[config.mk]
export PLATFORM = sky130hd
export DESIGN_NAME = moog_ladder_lowpass_filter_top
export DESIGN_NICKNAME = d
export VERILOG_FILES = /design/src/hw/rtl/mlf_pkg.sv /design/src/hw/rtl/moog_ladder_lowpass_filter_top.sv /design/src/hw/rtl/mlf_ctrl.sv /design/src/hw/rtl/mlf_dp.sv
export SDC_FILE = /design/constraint.sdc
export NUM_CORES = 2
export LEC_CHECK = 0
export BUFFER_PORTS_ARGS = -buffer_cell sky130_fd_sc_hd__buf_2
export CAP_MARGIN = 20
export CORE_MARGIN = 1
export CORE_UTILIZATION = 35
export CTS_BUF_LIST = sky130_fd_sc_hd__clkbuf_4 sky130_fd_sc_hd__clkbuf_8 sky130_fd_sc_hd__clkbuf_16
export DETAILED_ROUTE_END_ITERATION = 12
export GPL_TIMING_DRIVEN = 0
export HOLD_SLACK_MARGIN = 0.03
export SETUP_SLACK_MARGIN = 0.5
export SLEW_MARGIN = 10
export SYNTH_ARGS = -nofsm -noshare
export SYNTH_HDL_FRONTEND = slang
export SYNTH_SLANG_ARGS = --single-unit
[constraint.sdc]
create_clock -name clk_i -period 18.4 [get_ports clk_i]
set_input_delay 1.84 -clock clk_i [delete_from_list [all_inputs] [get_ports clk_i]]
set_output_delay 1.84 -clock clk_i [all_outputs]
set_load 0.02 [all_outputs]
[src/hw/rtl/mlf_pkg.sv]
// ----------------------------------------------------------------------------
// mlf_pkg: shared types and constants of the ladder lowpass filter
// Microcode command fields between the sequencer and the datapath.
// ----------------------------------------------------------------------------
package mlf_pkg;

  // Fraction bits of samples and state words.
  localparam int unsigned FRAC_BITS = 23;

  // Configuration register indexes.
  localparam int unsigned CFG_IDX_BITS = 2;
  localparam logic [CFG_IDX_BITS-1:0] CFG_POLE_GAIN      = 2'd0;
  localparam logic [CFG_IDX_BITS-1:0] CFG_POLE_FEEDBACK  = 2'd1;
  localparam logic [CFG_IDX_BITS-1:0] CFG_RESONANCE_GAIN = 2'd2;

  // Microcode program length.
  localparam int unsigned STEP_BITS = 5;
  localparam logic [STEP_BITS-1:0] LAST_STEP = 5'd22;

  typedef enum logic [0:0] {
    ST_IDLE,
    ST_RUN
  } state_e;

  // Multiplier operand A (state side).
  typedef enum logic [2:0] {
    A_FRESH,
    A_PREV,
    A_S1,
    A_S2,
    A_S3,
    A_S4,
    A_SQ,
    A_M
  } a_sel_e;

  // Multiplier operand B (coefficient side).
  typedef enum logic [2:0] {
    B_P,
    B_K,
    B_R,
    B_FRESH,
    B_RECIP
  } b_sel_e;

  typedef enum logic [1:0] {
    ACC_NONE,
    ACC_LOAD,
    ACC_SUB
  } acc_e;

  // Write-back targets.
  typedef enum logic [3:0] {
    WB_NONE,
    WB_X,
    WB_STG1,
    WB_STG2,
    WB_STG3,
    WB_STG4,
    WB_SQ,
    WB_CU,
    WB_M,
    WB_Q0,
    WB_QC,
    WB_CLIP
  } wb_e;

  typedef struct packed {
    logic   capture;
    a_sel_e a_sel;
    b_sel_e b_sel;
    acc_e   acc;
    wb_e    wb;
  } cmd_t;

  localparam cmd_t CMD_NOP = '{
    capture: 1'b0,
    a_sel:   A_FRESH,
    b_sel:   B_P,
    acc:     ACC_NONE,
    wb:      WB_NONE
  };

endpackage

[src/hw/rtl/moog_ladder_lowpass_filter_top.sv]
// ----------------------------------------------------------------------------
// moog_ladder_lowpass_filter_top: four-pole ladder lowpass, fixed point
// Stream in, stream out, one filtered sample per input sample.
// ----------------------------------------------------------------------------
// Each item is one signed audio sample (23 fraction bits). The block forms
// the driven input x = in - r*y4, runs four one-pole sections
// y = p*(new + previous input) - k*(own old output), soft-clips the last one
// as y - y^3/6, and returns it saturated to the sample width. Coefficients
// p, k, r are Q1/Q2/Q3.COEF_FRAC_BITS, written through the register port
// (index 0: pole_gain, 1: pole_feedback, 2: resonance_gain); the user must
// write them only while the block is idle, which it does not enforce. The
// item is taken only in the idle cycle, then a 23-step program runs on a
// single shared multiplier (16 products, plus the rounding, clip and
// divide-by-six write-backs). The result sits in an output register; the
// next item is accepted while it waits, and the program only stalls on its
// last step if the previous result has still not been taken.
module moog_ladder_lowpass_filter_top #(
  parameter int unsigned SAMPLE_BITS    = 24,
  parameter int unsigned COEF_FRAC_BITS = 20,
  parameter int unsigned STATE_BITS     = 32
) (
  input  logic                                   clk_i,
  input  logic                                   rst_ni,
  // slave side; tdata: sample_in
  input  logic                                   s_axis_tvalid,
  output logic                                   s_axis_tready,
  input  logic [((SAMPLE_BITS+7)/8)*8-1:0]       s_axis_tdata,
  // master side; tdata: sample_out
  output logic                                   m_axis_tvalid,
  input  logic                                   m_axis_tready,
  output logic [((SAMPLE_BITS+7)/8)*8-1:0]       m_axis_tdata,
  // register write port
  input  logic                                   cfg_we_i,
  input  logic [mlf_pkg::CFG_IDX_BITS-1:0]       cfg_idx_i,
  input  logic [COEF_FRAC_BITS+2:0]              cfg_data_i
);
  import mlf_pkg::*;

  localparam int unsigned DW = ((SAMPLE_BITS + 7) / 8) * 8;

  cmd_t                   cmd;
  logic [SAMPLE_BITS-1:0] sample_out;

  mlf_ctrl u_ctrl (
    .clk_i       (clk_i),
    .rst_ni      (rst_ni),
    .in_valid_i  (s_axis_tvalid),
    .in_ready_o  (s_axis_tready),
    .out_valid_o (m_axis_tvalid),
    .out_ready_i (m_axis_tready),
    .cmd_o       (cmd)
  );

  mlf_dp #(
    .SAMPLE_BITS    (SAMPLE_BITS),
    .COEF_FRAC_BITS (COEF_FRAC_BITS),
    .STATE_BITS     (STATE_BITS)
  ) u_dp (
    .clk_i        (clk_i),
    .rst_ni       (rst_ni),
    .cfg_we_i     (cfg_we_i),
    .cfg_idx_i    (cfg_idx_i),
    .cfg_data_i   (cfg_data_i),
    .sample_in_i  ($signed(s_axis_tdata[SAMPLE_BITS-1:0])),
    .cmd_i        (cmd),
    .sample_out_o (sample_out)
  );

  // zero fill up to whole bytes
  assign m_axis_tdata = DW'(sample_out);

endmodule

[src/hw/rtl/mlf_ctrl.sv]
// ----------------------------------------------------------------------------
// mlf_ctrl: sequencer of the ladder filter
// Runs the fixed microcode program once per item, owns the stream handshake.
// ----------------------------------------------------------------------------
module mlf_ctrl (
  input  logic         clk_i,
  input  logic         rst_ni,
  input  logic         in_valid_i,
  output logic         in_ready_o,
  output logic         out_valid_o,
  input  logic         out_ready_i,
  output mlf_pkg::cmd_t cmd_o
);
  import mlf_pkg::*;

  state_e               state_q, state_d;
  logic [STEP_BITS-1:0] step_q, step_d;
  logic                 out_valid_q, out_valid_d;
  logic                 clip_fire;

  // At most one multiply per step; accumulate reads the registered product.
  function automatic cmd_t ucode(input logic [STEP_BITS-1:0] s);
    cmd_t c;
    c = CMD_NOP;
    unique case (s)
      // resonance feedback r * y4
      5'd0:  begin c.a_sel = A_S4;    c.b_sel = B_R; end
      5'd1:  begin c.a_sel = A_PREV;  c.b_sel = B_P;     c.acc = ACC_LOAD; end
      5'd2:  begin c.a_sel = A_S1;    c.b_sel = B_K;     c.acc = ACC_LOAD; c.wb = WB_X; end
      5'd3:  begin c.a_sel = A_FRESH; c.b_sel = B_P;     c.acc = ACC_SUB; end
      5'd4:  begin c.a_sel = A_S1;    c.b_sel = B_P;     c.wb = WB_STG1; end
      5'd5:  begin c.a_sel = A_S2;    c.b_sel = B_K;     c.acc = ACC_LOAD; end
      5'd6:  begin c.a_sel = A_FRESH; c.b_sel = B_P;     c.acc = ACC_SUB; end
      5'd7:  begin c.a_sel = A_S2;    c.b_sel = B_P;     c.wb = WB_STG2; end
      5'd8:  begin c.a_sel = A_S3;    c.b_sel = B_K;     c.acc = ACC_LOAD; end
      5'd9:  begin c.a_sel = A_FRESH; c.b_sel = B_P;     c.acc = ACC_SUB; end
      5'd10: begin c.a_sel = A_S3;    c.b_sel = B_P;     c.wb = WB_STG3; end
      5'd11: begin c.a_sel = A_S4;    c.b_sel = B_K;     c.acc = ACC_LOAD; end
      5'd12: begin c.a_sel = A_FRESH; c.b_sel = B_P;     c.acc = ACC_SUB; end
      5'd13: c.wb = WB_STG4;
      // soft clip: square, cube, divide by six
      5'd14: begin c.a_sel = A_FRESH; c.b_sel = B_FRESH; end
      5'd15: c.wb = WB_SQ;
      5'd16: begin c.a_sel = A_SQ;    c.b_sel = B_FRESH; end
      5'd17: c.wb = WB_CU;
      5'd18: c.wb = WB_M;
      5'd19: begin c.a_sel = A_M;     c.b_sel = B_RECIP; end
      5'd20: c.wb = WB_Q0;
      5'd21: c.wb = WB_QC;
      5'd22: c.wb = WB_CLIP;
      default: c = CMD_NOP;
    endcase
    return c;
  endfunction

  always_ff @(posedge clk_i or negedge rst_ni) begin
    if (!rst_ni) begin
      state_q     <= ST_IDLE;
      step_q      <= '0;
      out_valid_q <= 1'b0;
    end else begin
      state_q     <= state_d;
      step_q      <= step_d;
      out_valid_q <= out_valid_d;
    end
  end

  always_comb begin
    state_d    = state_q;
    step_d     = step_q;
    cmd_o      = CMD_NOP;
    in_ready_o = 1'b0;
    clip_fire  = 1'b0;
    unique case (state_q)
      ST_IDLE: begin
        in_ready_o = 1'b1;
        if (in_valid_i) begin
          cmd_o.capture = 1'b1;
          state_d       = ST_RUN;
          step_d        = '0;
        end
      end
      ST_RUN: begin
        cmd_o = ucode(step_q);
        if (step_q == LAST_STEP) begin
          // final write lands in the output register: wait until it is free
          if (!out_valid_q || out_ready_i) begin
            clip_fire = 1'b1;
            state_d   = ST_IDLE;
          end else begin
            cmd_o.wb = WB_NONE;
          end
        end else begin
          step_d = step_q + 1'b1;
        end
      end
      default: state_d = ST_IDLE;
    endcase
    out_valid_d = clip_fire | (out_valid_q & ~out_ready_i);
  end

  assign out_valid_o = out_valid_q;

endmodule

[src/hw/rtl/mlf_dp.sv]
// ----------------------------------------------------------------------------
// mlf_dp: datapath of the ladder filter
// One shared signed multiplier, accumulator, filter state and coefficients.
// ----------------------------------------------------------------------------
module mlf_dp #(
  parameter int unsigned SAMPLE_BITS    = 24,
  parameter int unsigned COEF_FRAC_BITS = 20,
  parameter int unsigned STATE_BITS     = 32
) (
  input  logic                                 clk_i,
  input  logic                                 rst_ni,
  input  logic                                 cfg_we_i,
  input  logic [mlf_pkg::CFG_IDX_BITS-1:0]     cfg_idx_i,
  input  logic [COEF_FRAC_BITS+2:0]            cfg_data_i,
  input  logic signed [SAMPLE_BITS-1:0]        sample_in_i,
  input  mlf_pkg::cmd_t                        cmd_i,
  output logic [SAMPLE_BITS-1:0]               sample_out_o
);
  import mlf_pkg::*;

  localparam int unsigned SB   = SAMPLE_BITS;
  localparam int unsigned CF   = COEF_FRAC_BITS;
  localparam int unsigned SW   = STATE_BITS;
  localparam int unsigned AW   = SW;
  localparam int unsigned BW   = (SW > CF + 4) ? SW : CF + 4;
  localparam int unsigned MW   = AW + BW;
  localparam int unsigned ACCW = MW + 2;

  localparam logic signed [ACCW-1:0] HALF_C = ACCW'(1) <<< (CF - 1);
  localparam logic signed [ACCW-1:0] HALF_F = ACCW'(1) <<< (FRAC_BITS - 1);
  // floor(2^(SW-1) / 3): divide by three through the multiplier
  localparam logic [BW-1:0] RECIP = BW'((64'd1 << (SW - 1)) / 64'd3);

  // coefficients
  logic        [CF:0]   pg_q;
  logic signed [CF+1:0] pk_q;
  logic        [CF+2:0] rg_q;

  // filter state
  logic signed [SW-1:0] prev_q, s1_q, s2_q, s3_q, s4_q;

  // working registers
  logic signed [SB-1:0]   sample_q;
  logic signed [SW-1:0]   fresh_q, sq_q, cu_q;
  logic        [SW-2:0]   m_q, q0_q, t3_q, q_q;
  logic                   neg_q;
  logic signed [MW-1:0]   prod_q, prod_d;
  logic signed [ACCW-1:0] acc_q;
  logic        [SB-1:0]   out_q;

  logic signed [AW-1:0]   a_op;
  logic signed [BW-1:0]   b_op;
  logic signed [ACCW-1:0] prod_x, stg_sum, stg_val, x_sum, pw_sum, pw_val, clip_sum;
  logic signed [SW-1:0]   stg_st, x_st, pw_st, clip_st;
  logic        [SW-1:0]   cu_u, n_val;
  logic        [SW-2:0]   q0_val, diff;
  logic        [SB-1:0]   out_d;

  function automatic logic signed [SW-1:0] sat_st(input logic signed [ACCW-1:0] v);
    logic [ACCW-SW:0] hi_bits;
    hi_bits = v[ACCW-1:SW-1];
    if ((&hi_bits) || !(|hi_bits)) begin
      return v[SW-1:0];
    end else if (v[ACCW-1]) begin
      return {1'b1, {(SW-1){1'b0}}};
    end else begin
      return {1'b0, {(SW-1){1'b1}}};
    end
  endfunction

  // operand selection
  always_comb begin
    unique case (cmd_i.a_sel)
      A_FRESH: a_op = fresh_q;
      A_PREV:  a_op = prev_q;
      A_S1:    a_op = s1_q;
      A_S2:    a_op = s2_q;
      A_S3:    a_op = s3_q;
      A_S4:    a_op = s4_q;
      A_SQ:    a_op = sq_q;
      A_M:     a_op = $signed({1'b0, m_q});
      default: a_op = fresh_q;
    endcase
    unique case (cmd_i.b_sel)
      B_P:     b_op = $signed(BW'(pg_q));
      B_K:     b_op = BW'(pk_q);
      B_R:     b_op = $signed(BW'(rg_q));
      B_FRESH: b_op = BW'(fresh_q);
      B_RECIP: b_op = $signed(RECIP);
      default: b_op = $signed(BW'(pg_q));
    endcase
    prod_d = a_op * b_op;
  end

  // write-back arithmetic
  always_comb begin
    prod_x  = ACCW'(prod_q);
    // one-pole: acc holds half + p*old - k*own, last product is p*new
    stg_sum = acc_q + prod_x;
    stg_val = stg_sum >>> CF;
    stg_st  = sat_st(stg_val);
    // driven input: acc holds half + r*y4
    x_sum   = ACCW'(sample_q) - (acc_q >>> CF);
    x_st    = sat_st(x_sum);
    // square and cube, rounded to FRAC_BITS
    pw_sum  = prod_x + HALF_F;
    pw_val  = pw_sum >>> FRAC_BITS;
    pw_st   = sat_st(pw_val);
    // (|cu| + 3) / 2, the divide by six then finishes as a divide by three
    cu_u    = cu_q;
    n_val   = cu_q[SW-1] ? (~cu_u + SW'(4)) : (cu_u + SW'(3));
    q0_val  = prod_q[SW-1 +: SW-1];
    // reciprocal estimate is low by at most one
    diff    = m_q - t3_q;
    // y - y^3/6 with the quotient's sign restored
    clip_sum = neg_q ? (ACCW'(fresh_q) + $signed(ACCW'(q_q)))
                     : (ACCW'(fresh_q) - $signed(ACCW'(q_q)));
    clip_st  = sat_st(clip_sum);
  end

  if (SB >= SW) begin : g_out_ext
    assign out_d = SB'(clip_st);
  end else begin : g_out_sat
    logic [SW-SB:0] ohi;
    assign ohi   = clip_st[SW-1:SB-1];
    assign out_d = ((&ohi) || !(|ohi)) ? clip_st[SB-1:0] :
                   (clip_st[SW-1] ? {1'b1, {(SB-1){1'b0}}} : {1'b0, {(SB-1){1'b1}}});
  end

  // coefficients and filter state
  always_ff @(posedge clk_i or negedge rst_ni) begin
    if (!rst_ni) begin
      pg_q   <= '0;
      pk_q   <= '0;
      rg_q   <= '0;
      prev_q <= '0;
      s1_q   <= '0;
      s2_q   <= '0;
      s3_q   <= '0;
      s4_q   <= '0;
    end else begin
      if (cfg_we_i) begin
        unique case (cfg_idx_i)
          CFG_POLE_GAIN:      pg_q <= cfg_data_i[CF:0];
          CFG_POLE_FEEDBACK:  pk_q <= $signed(cfg_data_i[CF+1:0]);
          CFG_RESONANCE_GAIN: rg_q <= cfg_data_i;
          default: ;
        endcase
      end
      unique case (cmd_i.wb)
        WB_STG1: prev_q <= fresh_q;
        WB_STG2: s1_q   <= fresh_q;
        WB_STG3: s2_q   <= fresh_q;
        WB_STG4: s3_q   <= fresh_q;
        WB_CLIP: s4_q   <= clip_st;
        default: ;
      endcase
    end
  end

  // working registers
  always_ff @(posedge clk_i) begin
    prod_q <= prod_d;
    if (cmd_i.capture) begin
      sample_q <= sample_in_i;
    end
    unique case (cmd_i.acc)
      ACC_LOAD: acc_q <= prod_x + HALF_C;
      ACC_SUB:  acc_q <= acc_q - prod_x;
      default: ;
    endcase
    unique case (cmd_i.wb)
      WB_X:    fresh_q <= x_st;
      WB_STG1, WB_STG2, WB_STG3, WB_STG4: fresh_q <= stg_st;
      WB_SQ:   sq_q <= pw_st;
      WB_CU:   cu_q <= pw_st;
      WB_M: begin
        m_q   <= n_val[SW-1:1];
        neg_q <= cu_q[SW-1];
      end
      WB_Q0: begin
        q0_q <= q0_val;
        t3_q <= q0_val + {q0_val[SW-3:0], 1'b0};
      end
      WB_QC:   q_q <= q0_q + (SW-1)'(diff >= (SW-1)'(3));
      WB_CLIP: out_q <= out_d;
      default: ;
    endcase
  end

  assign sample_out_o = out_q;

endmodule

# Yosys cells after proc, flatten, opt, wreduce, memory -nomap -nowiden
# Cells that the tools add are included.
dict set report classes {
  n_addsub 13
  mul 1
  magnitude_cmp 1
  eq_ne 50
  mux 34
  bitwise 5
  reduce_logical 34
}
# operator count
set op_table {}
lappend op_table {{32-bit two-way mux} 9}
lappend op_table {{32-bit case mux with 8 select lines} 1}
lappend op_table {{66-bit case mux with 2 select lines} 1}
lappend op_table {{32-bit case mux with 4 select lines} 1}
lappend op_table {{6-bit case mux with 12 select lines} 1}
lappend op_table {{35-bit AND reduction} 2}
lappend op_table {{35-bit OR reduction} 2}
lappend op_table {{66-bit by 64-bit adder with 66-bit output} 1}
lappend op_table {{66-bit two-way mux} 1}
lappend op_table {{66-bit by 64-bit subtractor with 66-bit output} 1}
lappend op_table {{64-bit by 21-bit adder with 65-bit output, second input constant} 1}
lappend op_table {{64-bit by 24-bit adder with 65-bit output, second input constant} 1}
lappend op_table {{32-bit by 32-bit multiplier with 64-bit output} 1}
lappend op_table {{32-bit case mux with 2 select lines} 1}
lappend op_table {{24-bit two-way mux} 2}
lappend op_table {{24-bit by 46-bit subtractor with 47-bit output} 1}
lappend op_table {{4-bit case mux with 11 select lines} 1}
lappend op_table {{5-bit by 4-bit equality test with 1-bit output, second input constant} 8}
lappend op_table {{5-bit equality test, second input constant} 7}
lappend op_table {{32-bit by 32-bit adder with 33-bit output} 1}
lappend op_table {{32-bit by 32-bit subtractor with 33-bit output} 1}
lappend op_table {{32-bit by 2-bit adder with 32-bit output, second input constant} 1}
lappend op_table {{32-bit by 3-bit adder with 32-bit output, second input constant} 1}
lappend op_table {{32-bit NOT} 1}
lappend op_table {{43 further kinds} 90}
dict set report totals {
  ff_bits 632
  wordCells 161
}

# Logic depth before layout (Yosys ltp)
dict set report depth {
  depth_word 10
  ltp_mapped 50
  ltp_nobuf 44
}

# Cells and area by module
# A second synthesis with hierarchy kept.
dict set report hier_totals {
  cells_unflattened 8364
  area_unflattened_um2 78375.2
}
# mod n_inst cells_per_inst area_each_um2
set modules_own_cells {}
lappend modules_own_cells {mlf_dp 1 8253 77574.4}
lappend modules_own_cells {mlf_ctrl 1 111 800.8}

# Worst setup path after synthesis
# OpenSTA, ideal clock, no wires.
dict set report synth_timing {
  path_type {register to register}
  startpoint {reg u_ctrl.step_q[0]}
  endpoint {reg u_dp.prod_q[62]}
  arrival_time_ps 10690
  setup_slack_ps 7631
  path_stages_with_launch 46
  synth_period_minus_slack_ps 10769
  path_cell_list {dfrtp_1 inv_1 ha_1 clkbuf_1 nor2b_1 a21oi_1 o22ai_1 a21oi_1 and2_1 buf_2 and2_1 buf_2 buf_1 nand2_1 o21ai_0 o22a_1 clkbuf_1 nand2_1 [10 not listed] fa_1 fa_1 inv_1 ha_1 clkbuf_1 a21o_1 a21oi_1 o21bai_1 a21o_1 a21o_1 a21oi_1 nor2b_1 a211oi_1 o21ai_1 a221o_1 o21a_1 o21a_1 o211ai_1}
}
dict set report synth_via {
  elab_chain_len 6
  elab_cells_between_ends 29
  cone_classes {1 x mul; 22 x eq/ne; 4 x mux; 2 x reduce/logical}
}
# item line_no
set synth_lines {}
lappend synth_lines {{from (decl)} mlf_ctrl.sv:17} ;# logic [STEP_BITS-1:0] step_q, step_d;
lappend synth_lines {{from (signal assigned)} mlf_ctrl.sv:63} ;# step_q <= step_d;
lappend synth_lines {{5-bit equality test, or another cell as far along} mlf_ctrl.sv:25} ;# unique case (s)
lappend synth_lines {{6-bit case mux with 12 select lines (*)} mlf_ctrl.sv:25}
lappend synth_lines {{12-bit two-way mux (*)} mlf_ctrl.sv:74} ;# unique case (state_q)
lappend synth_lines {{3-bit equality test, or another cell as far along} mlf_dp.sv:73} ;# unique case (cmd_i.a_sel)
lappend synth_lines {{32-bit case mux with 8 select lines or 32-bit case mux with 4 select lines (tied branches)} {mlf_dp.sv:73, mlf_dp.sv:84}}
lappend synth_lines {{32-bit by 32-bit multiplier with 64-bit output (*)} mlf_dp.sv:92} ;# prod_d = a_op * b_op;
lappend synth_lines {{net u_dp.prod_d[62]} mlf_dp.sv:47} ;# logic signed [MW-1:0] prod_q, prod_d;
lappend synth_lines {{to (signal assigned)} mlf_dp.sv:163} ;# prod_q <= prod_d;
lappend synth_lines {{to (decl)} mlf_dp.sv:47}
# The timed path passes the listed nets; every way through them passes the cells marked *.
# A chain may end at the register's enable or synchronous reset.

# Worst setup path after layout
dict set report layout_timing {
  startpoint {reg u_ctrl.step_q[0]}
  endpoint {reg u_dp.prod_q[63]}
}
# Same word-level chain as after synthesis.

==> reports/results.tsv <==
stage	metric	value	unit
sta	final-setup-viol-count	0	
synth	syn_area_per_cell	9.20	sq um
routing	route.met3.wl	33.8	mm
status	outcome	finished clean	
cells_and_area	finish.utilization	0.389	
routing	drt_iter0_markers	8009	
sta	fmax	0.0661	GHz
cells_and_area	syn2layout_area_growth	10.2	%
global_route	grt_max_degree	112	
sta	tns	0	ns
sta	maxSlewHeadroom	0.132	
die	num_io_pins	80	
synth	ys_seq_area_frac	0.218	
synth	syn-cell-area	78600	sq um
die	core	223000	sq um
sta	finClkSkew	0.0262	ns
routing	wl_met1	138	mm
global_route	grt-ovfl-total	0	
synth	synth-edff-count	334	
placement	dp_hpwl	276	mm
sta	drv_slew	0	
synth	synthCells	8540	
cts	cts_buffer_depth	3	
critical_path	crit_fanout	10	
synth	synth.distinct_cells	99	
critical_path	path_common_cell	fa_1	
global_route	grt_pass1_wl	475	mm
synth	ys_ff_latch	631	
routing	vias	66100	
worst_hold_path	worstHoldPathType	reg2reg	
cts	cts_root_buf	clkbuf_16	
die	die_y	476	microns
routing	first_pass_iters	8	
critical_path	cp_data_arrival_time	15.68	ns
routing	drc_errors	0	
die	rows	173	
critical_path	slowest_stage	o32a_1	
sta	final.period_utilization	0.822	
cts	cts_repair_resize_count	0	
die	die_area	226000	sq um
cts	cts_buffers	75	
cells_and_area	fin_nets	10400	
cells_and_area	fillers	22500	
cts	clk_pin_slew_worst_paths	0.06	ns
cts	clock_latency	0.70	ns
global_route	track_usage	0.294	
sta	rsz0062_at_grt	false	
global_route	antenna_found_initial	30	
routing	highest_layer	met5	
synth	synthArstFlopShare	0.369	
routing	wire_per_inst	28.2	microns
routing	wl	332	mm
cts	holdBufCountCts	0	
critical_path	cp-start-kind	register	
critical_path	crit_path_end_kind	register	
routing	drtAntennaViolNets	0	
cts	cts_sinks	631	
cts	htreeDepth	3	
cts	tritoncts	built	
global_route	grt_pass1_vias	66000	
sta	post-route-min-period	15.13	ns
placement	numPlacedInstances	11700	
cells_and_area	final_cells	11800	
synth	syn_nets	10100	
critical_path	worstSetupPathType	reg2reg	
die	start_util	0.353	
sta	hold_viol	0	
cells_and_area	layout-drive-gt1-share	0.0786	
placement	io_buffers	79	
synth	yosys_warnings	0	
cts	post_cts_buffers	0	
run	maxCapViolCount	0	
routing	wl_met2	137	mm
sta	worst_slew_pin_slew	1.30	ns
die	die_w	476	microns
critical_path	required	18.96	ns
placement	routabilityCongestion	1.09	
critical_path	critPathMaxStageDelay	0.98	ns
routing	viasPerCell	5.60	
synth	synth_ff_type	edfxtp_1	
==> critical path, delay by kind of cell, from the launching register on <==
kind,cells,cell delay (ns)
AO/OA/AOI/OAI,9,3.72
buffers and inverters,9,2.99
AND/OR/NAND/NOR,11,2.80
XOR/XNOR,1,0.26
flip-flops,1,0.43
adder cells (fa/ha/maj),10,4.73
==> synth_stat cells (63+ instances only) <==
cell | count | share of area
nand2_1 | 822 | 0.039
edfxtp_1 | 334 | 0.13
fa_1 | 1088 | 0.28
dfxtp_1 | 64 | 0.016
a21o_1 | 127 | 0.012
nand2b_1 | 63 | 0.0050
nor4_1 | 63 | 0.0050
and2_1 | 75 | 0.0060
nand3_1 | 98 | 0.0062
ha_1 | 466 | 0.074
nor3_1 | 100 | 0.0064
dfrtp_1 | 233 | 0.074
nor2_1 | 924 | 0.044
o21bai_1 | 67 | 0.0064
mux2_2 | 201 | 0.029
xnor2_1 | 327 | 0.036
inv_1 | 1312 | 0.063
a21oi_1 | 480 | 0.031
clkbuf_1 | 306 | 0.015
nand4_1 | 69 | 0.0055
xor2_1 | 99 | 0.011
o21ai_0 | 289 | 0.018
==> routing by layer <==
layer / vias up / track usage
li1: 28500 / -
met1: 33500 / 0.403
met2: 3404 / 0.423
met3: 761 / 0.0691
met4: 22 / 0.167
met5: - / 0
==> cell type report <==
cell class                      instances  area [sq um]  share of cell area
Buffer                                388          1570              0.0181
Tap cell                             2975          3720              0.0430
Sequential cell                       631         17100               0.198
Clock inverter                         33           410             0.00474
Clock buffer                          106          2190              0.0253
Antenna cell                            6          15.0            0.000173
Timing Repair Buffer                  149          1380              0.0159
Multi-Input combinational cell       6193         55200               0.637
Inverter                             1328          4990              0.0576
==> stage by stage <==
stage                     setup slack [ns]  hold slack, ns  area, sq um
after CTS                             3.37           0.500        86500
after detailed placement              3.49           0.479        83900
after global placement                2.73           0.476        82700
after global routing                  2.75           0.511        86600
after floorplan                       7.63           0.439        78600
final                                 3.27           0.492        86600
==> sequential cells by signal (all words and copies together), names as in the netlist, 5 cells and up <==
name               cells
u_dp.acc_q            66
u_dp.prod_q           64
u_dp.cu_q             32
u_dp.fresh_q          32
u_dp.prev_q           32
u_dp.s1_q             32
u_dp.s2_q             32
u_dp.s3_q             32
u_dp.s4_q             32
u_dp.sq_q             32
u_dp.m_q              31
u_dp.q_q              31
u_dp.t3_q             31
u_dp.q0_q             30
u_dp.sample_out_o     24
u_dp.sample_q         24
u_dp.rg_q             23
u_dp.pk_q             22
u_dp.pg_q             21
u_ctrl.step_q          5
==> cells in the final DEF (no fill, tap or decap), types with 60 or more instances in the layout <==
master and instances:
edfxtp_1 334, fa_1 1087, nor2_1 919, nand3_1 98, xnor2_1 327, nand2b_1 63, clkbuf_1 303, ha_1 466
nand4_1 69, a21oi_1 479, nor3_1 98, dfxtp_1 64, nand2_1 822, a21o_1 127, xor2_1 99, inv_1 1311
buf_2 126, and2_1 75, nor2b_1 60, nor4_1 62, clkbuf_16 77, mux2_2 201, o21ai_0 285, dfrtp_1 233
o21bai_1 67
==> final timing paths <==
| kind | slack (ns) | endpoint | depth (start not counted) | from |
|---|---|---|---|---|
| worst min register to register | 0.49 | u_dp.s4_q[17]$_DFFE_PN0N_ | 2 | u_dp.s4_q[17]$_DFFE_PN0N_ |
| worst max register to register | 3.27 | u_dp.prod_q[63]$_DFF_P_ | 40 | u_ctrl.step_q[0]$_DFFE_PN0P_ |
| worst max-delay path | 3.27 | u_dp.prod_q[63]$_DFF_P_ | 40 | u_ctrl.step_q[0]$_DFFE_PN0P_ |
| min in group asynchronous | 1.03 | u_dp.s4_q[8]$_DFFE_PN0N_ | 1 | rst_ni |
| max in group asynchronous | 16.46 | u_dp.s1_q[27]$_DFFE_PN0P_ | 2 | rst_ni |
| worst min-delay path | 0.49 | u_dp.s4_q[17]$_DFFE_PN0N_ | 2 | u_dp.s4_q[17]$_DFFE_PN0N_ |
==> cell families after synthesis <==
| kind of cell | after synthesis | synth area share |
|---|---|---|
| xor+xnor | 426 | 0.0475 |
| mux | 243 | 0.0343 |
| fa+ha+maj | 1554 | 0.352 |
| flops | 631 | 0.218 |
| buf+inv | 1716 | 0.0834 |
| compound gates | 1529 | 0.128 |
| simple gates | 2441 | 0.137 |
Power is not shown: default switching activity piles up to over one toggle a cycle in this logic, so the estimate is an artifact.
